[src/sv/hfbf_pkg.sv]
// Package for the humidity frame to bus float converter.
// Holds field widths, status and register index codes, and the bus float packer.
// No dependencies.
package hfbf_pkg;

  localparam int unsigned ByteW   = 8;
  localparam int unsigned TempW   = 17;
  localparam int unsigned HumidW  = 18;
  localparam int unsigned WordW   = 16;
  localparam int unsigned StatusW = 2;
  localparam int unsigned KindW   = 2;
  localparam int unsigned CfgIdxW = 2;
  localparam int unsigned MantW   = 11;

  typedef enum logic [StatusW-1:0] {
    STATUS_OK       = 2'd0,
    STATUS_FAULT    = 2'd1,
    STATUS_CHECKSUM = 2'd2
  } status_e;

  typedef enum logic [CfgIdxW-1:0] {
    REG_SENSOR_KIND  = 2'd0,
    REG_TEMP_OFFSET  = 2'd1,
    REG_HUMID_OFFSET = 2'd2,
    REG_SEND_FORMAT  = 2'd3
  } cfg_reg_e;

  localparam logic [KindW-1:0] KIND_SINGLE_BYTE = 2'd0;
  localparam logic [1:0]       FLOAT_EXP        = 2'd3;

  // Pack tenths as a 2-byte bus float, exponent 3, bytes swapped.
  function automatic logic [WordW-1:0] pack_word(input logic signed [HumidW-1:0] tenths);
    logic signed [HumidW+2:0] scaled;
    logic signed [HumidW+2:0] adj;
    logic signed [HumidW+2:0] mant;
    logic        [WordW-1:0]  w;
    scaled = (HumidW+3)'(tenths) + ((HumidW+3)'(tenths) <<< 2);
    adj    = scaled + ((tenths < 0) ? (HumidW+3)'(3) : (HumidW+3)'(0));
    mant   = adj >>> 2;
    w      = {(tenths < 0), 2'b00, FLOAT_EXP, mant[MantW-1:0]};
    return {w[7:0], w[15:8]};
  endfunction

endpackage

[src/sv/humidity_frame_to_bus_float_top.sv]
// Top level of the humidity frame to bus float converter.
// Throughput: one transaction per cycle unless a held result with out_ready_i low stalls the pipeline.
// An input register feeds the decode logic, which feeds the result register.
// Reset clears the stage valid flags and loads the register defaults
// (single-byte sensor, zero offsets, bus words enabled).
// Depends on hfbf_pkg.
module humidity_frame_to_bus_float_top (
  input  logic                                 clk_i,
  input  logic                                 rst_ni,
  input  logic                                 cfg_we_i,
  input  logic [hfbf_pkg::CfgIdxW-1:0]         cfg_idx_i,
  input  logic [hfbf_pkg::ByteW-1:0]           cfg_data_i,
  input  logic                                 in_valid_i,
  output logic                                 in_ready_o,
  input  logic [hfbf_pkg::ByteW-1:0]           frame_b0_i,
  input  logic [hfbf_pkg::ByteW-1:0]           frame_b1_i,
  input  logic [hfbf_pkg::ByteW-1:0]           frame_b2_i,
  input  logic [hfbf_pkg::ByteW-1:0]           frame_b3_i,
  input  logic [hfbf_pkg::ByteW-1:0]           frame_sum_i,
  input  logic [hfbf_pkg::ByteW-1:0]           read_fault_i,
  output logic                                 out_valid_o,
  input  logic                                 out_ready_i,
  output logic [hfbf_pkg::StatusW-1:0]         status_o,
  output logic signed [hfbf_pkg::TempW-1:0]    temp_tenths_o,
  output logic signed [hfbf_pkg::HumidW-1:0]   humid_tenths_o,
  output logic [hfbf_pkg::WordW-1:0]           temp_word_o,
  output logic [hfbf_pkg::WordW-1:0]           humid_word_o,
  output logic                                 words_valid_o
);

  logic [hfbf_pkg::KindW-1:0]       kind_q;
  logic signed [hfbf_pkg::ByteW-1:0] toff_q;
  logic signed [hfbf_pkg::ByteW-1:0] hoff_q;
  logic                             fmt_q;

  always_ff @(posedge clk_i or negedge rst_ni) begin
    if (!rst_ni) begin
      kind_q <= '0;
      toff_q <= '0;
      hoff_q <= '0;
      fmt_q  <= 1'b1;
    end else if (cfg_we_i) begin
      unique case (hfbf_pkg::cfg_reg_e'(cfg_idx_i))
        hfbf_pkg::REG_SENSOR_KIND:  kind_q <= cfg_data_i[hfbf_pkg::KindW-1:0];
        hfbf_pkg::REG_TEMP_OFFSET:  toff_q <= cfg_data_i;
        hfbf_pkg::REG_HUMID_OFFSET: hoff_q <= cfg_data_i;
        hfbf_pkg::REG_SEND_FORMAT:  fmt_q  <= cfg_data_i[0];
        default: ;
      endcase
    end
  end

  // Handshake
  logic s1_valid_q, s2_valid_q;
  logic s2_load, s1_load;

  assign s2_load    = s1_valid_q & (~s2_valid_q | out_ready_i);
  assign in_ready_o = ~s1_valid_q | s2_load;
  assign s1_load    = in_valid_i & in_ready_o;

  always_ff @(posedge clk_i or negedge rst_ni) begin
    if (!rst_ni) begin
      s1_valid_q <= 1'b0;
      s2_valid_q <= 1'b0;
    end else begin
      if (s1_load) begin
        s1_valid_q <= 1'b1;
      end else if (s2_load) begin
        s1_valid_q <= 1'b0;
      end
      if (s2_load) begin
        s2_valid_q <= 1'b1;
      end else if (out_ready_i) begin
        s2_valid_q <= 1'b0;
      end
    end
  end

  // Input register
  logic [hfbf_pkg::ByteW-1:0] b0_q, b1_q, b2_q, b3_q, sum_q, fault_q;

  always_ff @(posedge clk_i) begin
    if (s1_load) begin
      b0_q    <= frame_b0_i;
      b1_q    <= frame_b1_i;
      b2_q    <= frame_b2_i;
      b3_q    <= frame_b3_i;
      sum_q   <= frame_sum_i;
      fault_q <= read_fault_i;
    end
  end

  // Decode
  logic [hfbf_pkg::ByteW-1:0]         csum;
  logic [15:0]                        h_raw;
  logic [14:0]                        t_mag;
  logic signed [hfbf_pkg::TempW-1:0]  t_dec;
  logic signed [hfbf_pkg::HumidW-1:0] h_dec;
  logic [hfbf_pkg::StatusW-1:0]       status_d;
  logic signed [hfbf_pkg::TempW-1:0]  temp_d;
  logic signed [hfbf_pkg::HumidW-1:0] humid_d;
  logic                               wvalid_d;
  logic [hfbf_pkg::WordW-1:0]         tword_d, hword_d;

  always_comb begin
    csum = b0_q + b1_q + b2_q + b3_q;
    if (kind_q == hfbf_pkg::KIND_SINGLE_BYTE) begin
      h_raw = (16'(b0_q) << 3) + (16'(b0_q) << 1);
      t_mag = (15'(b2_q[6:0]) << 3) + (15'(b2_q[6:0]) << 1);
    end else begin
      h_raw = {b0_q, b1_q};
      t_mag = {b2_q[6:0], b3_q};
    end
    t_dec = b2_q[7] ? -hfbf_pkg::TempW'(t_mag) : hfbf_pkg::TempW'(t_mag);
    t_dec = t_dec + hfbf_pkg::TempW'(toff_q);
    h_dec = hfbf_pkg::HumidW'(h_raw) + hfbf_pkg::HumidW'(hoff_q);

    if (fault_q != '0) begin
      status_d = hfbf_pkg::STATUS_FAULT;
      temp_d   = '0;
      humid_d  = '0;
    end else begin
      status_d = (csum == sum_q) ? hfbf_pkg::STATUS_OK : hfbf_pkg::STATUS_CHECKSUM;
      temp_d   = t_dec;
      humid_d  = h_dec;
    end

    wvalid_d = (status_d == hfbf_pkg::STATUS_OK) & fmt_q;
    tword_d  = wvalid_d ? hfbf_pkg::pack_word(hfbf_pkg::HumidW'(temp_d)) : '0;
    hword_d  = wvalid_d ? hfbf_pkg::pack_word(humid_d) : '0;
  end

  // Result register
  logic [hfbf_pkg::StatusW-1:0]       status_q;
  logic signed [hfbf_pkg::TempW-1:0]  temp_q;
  logic signed [hfbf_pkg::HumidW-1:0] humid_q;
  logic [hfbf_pkg::WordW-1:0]         tword_q, hword_q;
  logic                               wvalid_q;

  always_ff @(posedge clk_i) begin
    if (s2_load) begin
      status_q <= status_d;
      temp_q   <= temp_d;
      humid_q  <= humid_d;
      tword_q  <= tword_d;
      hword_q  <= hword_d;
      wvalid_q <= wvalid_d;
    end
  end

  assign out_valid_o    = s2_valid_q;
  assign status_o       = status_q;
  assign temp_tenths_o  = temp_q;
  assign humid_tenths_o = humid_q;
  assign temp_word_o    = tword_q;
  assign humid_word_o   = hword_q;
  assign words_valid_o  = wvalid_q;

endmodule
[config.mk]
export PLATFORM = sky130hd
export DESIGN_NAME = humidity_frame_to_bus_float_top
export DESIGN_NICKNAME = d
export VERILOG_FILES = /design/src/sv/hfbf_pkg.sv /design/src/sv/humidity_frame_to_bus_float_top.sv
export SDC_FILE = /design/constraint.sdc
export NUM_CORES = 1
export LEC_CHECK = 0
export ABC_CLOCK_PERIOD_IN_PS = 8300
export BUFFER_PORTS_ARGS = -buffer_cell sky130_fd_sc_hd__buf_2
export CAP_MARGIN = 40
export CORE_MARGIN = 2
export CORE_UTILIZATION = 50
export CTS_BUF_LIST = sky130_fd_sc_hd__clkbuf_8
export DETAILED_ROUTE_END_ITERATION = 8
export PLACE_DENSITY = 0.72
export RECOVER_POWER = 100
export SLEW_MARGIN = 15
export SYNTH_ARGS = -nofsm -noshare
export SYNTH_HDL_FRONTEND = slang
export SYNTH_SLANG_ARGS = --single-unit
[constraint.sdc]
create_clock -name clk_i -period 8.3 [get_ports clk_i]
set_input_delay 2.49 -clock clk_i [delete_from_list [all_inputs] [get_ports clk_i]]
set_output_delay 2.49 -clock clk_i [all_outputs]
set_load 0.02 [all_outputs]
==> results.cfg <==
[place]
place_area_um2 = 9550
portBuffers = 130
gp_congestion = 0.884
hpwl_um = 13800

[layout]
postLayoutCellArea_um2 = 9780
antenna_cells = 0
nNetsFinal = 1077
area_growth_pct = 12.6
fillers = 1501
drive_gt1_share_pct = 13.0

[logic_synthesis]
synth.top_cell.area_share_pct = 38.1
syn_area_per_cell_um2 = 11.0
netlist_instances = 787
synth_commonest_cells = edfxtp_1 (110), ha_1 (75), nor2_1 (71)
ys_ff_latch = 131
yosysSeqAreaShare_pct = 44.1
yosys.cell_types.count = 70
synthArstFlopShare_pct = 16.0
netlist_area_um2 = 8680
synth-edff-count = 110
synth_top_cell_by_area = edfxtp_1
yosysMostFrequentCell = edfxtp_1
ys_top_cells_by_area = edfxtp_1 (38%), ha_1 (11%), dfrtp_1 (5.8%)
yosysWarnings = 0
synthFlopType = edfxtp_1

[sta]
maxSlewHeadroom_pct = -111
fmax_mhz = 144
fin_crit_sh_pct = 83.9
rsz0062_at_grt = no
setup_tns_ns = 0
finalHoldViolCount = 0
period_minus_slack_ns = 6.96
final_max_slew_viol_count = 101
finalSetupViolCount = 0
finClkSkew_ns = 0.00779
tightest_slew_ns = 3.17

[floorplanning]
core.rowCount = 48
initial_core_util_pct = 50.7
die_w_um = 136
core-area_um2 = 17100
die_h_um = 136
io-pin-count = 135
die_area_um2 = 18400

[cts]
cts_resized = 0
cts_made_buffers = 17
clock-root-buffer = clkbuf_8
cts_setup_buffers = 0
h-tree-depth = 4
ctsLongestPathBuffers = 2
cts_tree = yes
clkSlewWorstSetupHoldPaths_ns = 0.07
cts_hold_buf = 0
clk_latency_ns = 0.44
clock-sinks = 131

[drt]
wire_per_inst_um = 15.2
vias = 6185
postRouteAntennaNets = 0
drc = 0
drt_first_pass_iters = 5
routed_wirelength_um = 17600
drt_iter0_markers = 323
viasPerCell = 5.34

[global_routing]
grt_pass1_vias = 5765
antenna_found_initial = 0
grt_pass1_wl_um = 28500
grt.total_usage_pct = 19.9
gr-total-overflow = 0
grt_start_max_net_pins = 63

[setup_path]
critPathKind = reg -> reg
critical_path.endpoint_type = flip-flop
cpPeakStageDelay_ns = 0.80
crit_path_start = kind_q[0]
crit_arrival_ns = 7.24
crit_required_ns = 8.58
path_delay_family = simple AND/OR/NAND/NOR gates
r2r-start = kind_q[0]
r2r_slack_ns = 1.34
worstSetupStartpointType = flip-flop
rr_endpoint = temp_word_o[2]
crit_slowest_cell = or2_0
ff2ff_path_depth = 24
cp_cell_sequence = or2_0 -> buf_4 -> o31a_1 -> nand3_1 -> or4b_2 -> o31ai_1 -> nand2_1 -> xnor2_1 -> ha_1 -> a21o_1 -> and2_0 -> a211oi_1 -> nor2_1 -> xnor2_1 -> and2_0 -> ha_1 -> and3_1 -> nand2_1 -> o21ba_2 -> mux2_1 -> o21ai_0 -> a31oi_1 -> or3_1 -> a21oi_1
worstPathMaxFanout = 23
cp.buffers_inverters = 1

[worst_hold_path]
hp-class = reg -> reg
hold_start = s1_valid_q
hold_depth = 1
hold_end = out_valid_o

[job]
drv_cap = 2

[outcome]
violations = max-capacitance violations, max-slew violations
outcome = finished with violations

[power_and_ir_drop]
ir_drop_mv = 0.126
power_density_nw_per_um2 = 209
power.leakage_nw = 4.04
[registers in the layout, indices dropped and copies added, names as in the netlist, 8 cells and up]
signal and count:
b3_q 8, fault_q 8, temp_tenths_o 17, toff_q 8, b1_q 8, b2_q 8
hoff_q 8, b0_q 8, temp_word_o 13, sum_q 8, humid_tenths_o 18, humid_word_o 12
[worst max path at each step]
stage	cells past startpoint	endpoint	slack, ns
final	24	temp_word_o[2]	1.34
after global routing	24	temp_word_o[2]	0.70
after CTS	24	temp_word_o[12]	1.93
after detailed placement	24	temp_word_o[12]	1.96
after global placement	24	temp_word_o[12]	2.02
after floorplan	24	temp_word_o[12]	2.42
[cell usage in the layout, fill, tap and decap left out, types with 29 or more instances in the layout]
cell      count
buf_2        57
a21oi_1      44
o21ai_0      40
nand2_1      52
ha_1         75
xor2_1       31
nor2_1       72
edfxtp_1    110
clkbuf_1     76
xnor2_1      54
a21o_1       29
inv_1        36
[routing by layer]
metal	up-vias	track usage, %	share of wire [%]
li1	3132	-	-
met1	2836	27.8	48
met2	188	30.4	44
met3	29	3.82	5.0
met4	0	8.22	2.1
met5	-	0	0
[final cells by class]
cell class	count	area (um^2)	area share (%)
clock buffers	20	275	2.82
well taps	225	282	2.88
flip-flops and latches	131	3830	39.2
clock inverters	12	80.1	0.819
multi-input cells	605	4600	47.1
inverters	30	113	1.15
repair buffers	136	593	6.07
[report_power, final]
group          switching [mW]  internal (mW)
logic                   0.408          0.327
registers              0.0459          0.775
clock network           0.239          0.252
[metrics by stage]
| step | hold slack, ns | power, mW | cells | util [%] | setup slack (ns) |
|---|---|---|---|---|---|
| 2_1_floorplan | 0.449 | 1.42 | 790 | - | 2.42 |
| 3_3_place_gp | 0.466 | 1.57 | 1125 | 55.6 | 2.02 |
| 3_5_place_dp | 0.467 | 1.58 | 1127 | 55.8 | 1.96 |
| 4_1_cts | 0.483 | 2.07 | 1159 | 57.9 | 1.93 |
| 5_1_grt | 0.507 | 2.19 | 1159 | 57.1 | 0.699 |
| 6_report | 0.482 | 2.05 | 1159 | 57.1 | 1.34 |
[logic make-up after synthesis]
| group | synth area share, % |
|---|---|
| simple gates | 12.6 |
| xor+xnor | 8.76 |
| mux | 3.21 |
| buf+inv | 2.85 |
| fa+ha+maj | 15.0 |
| flops | 44.1 |
| other cells | 0.0432 |
| compound gates | 13.4 |
Power figures use the tool's default switching activity.
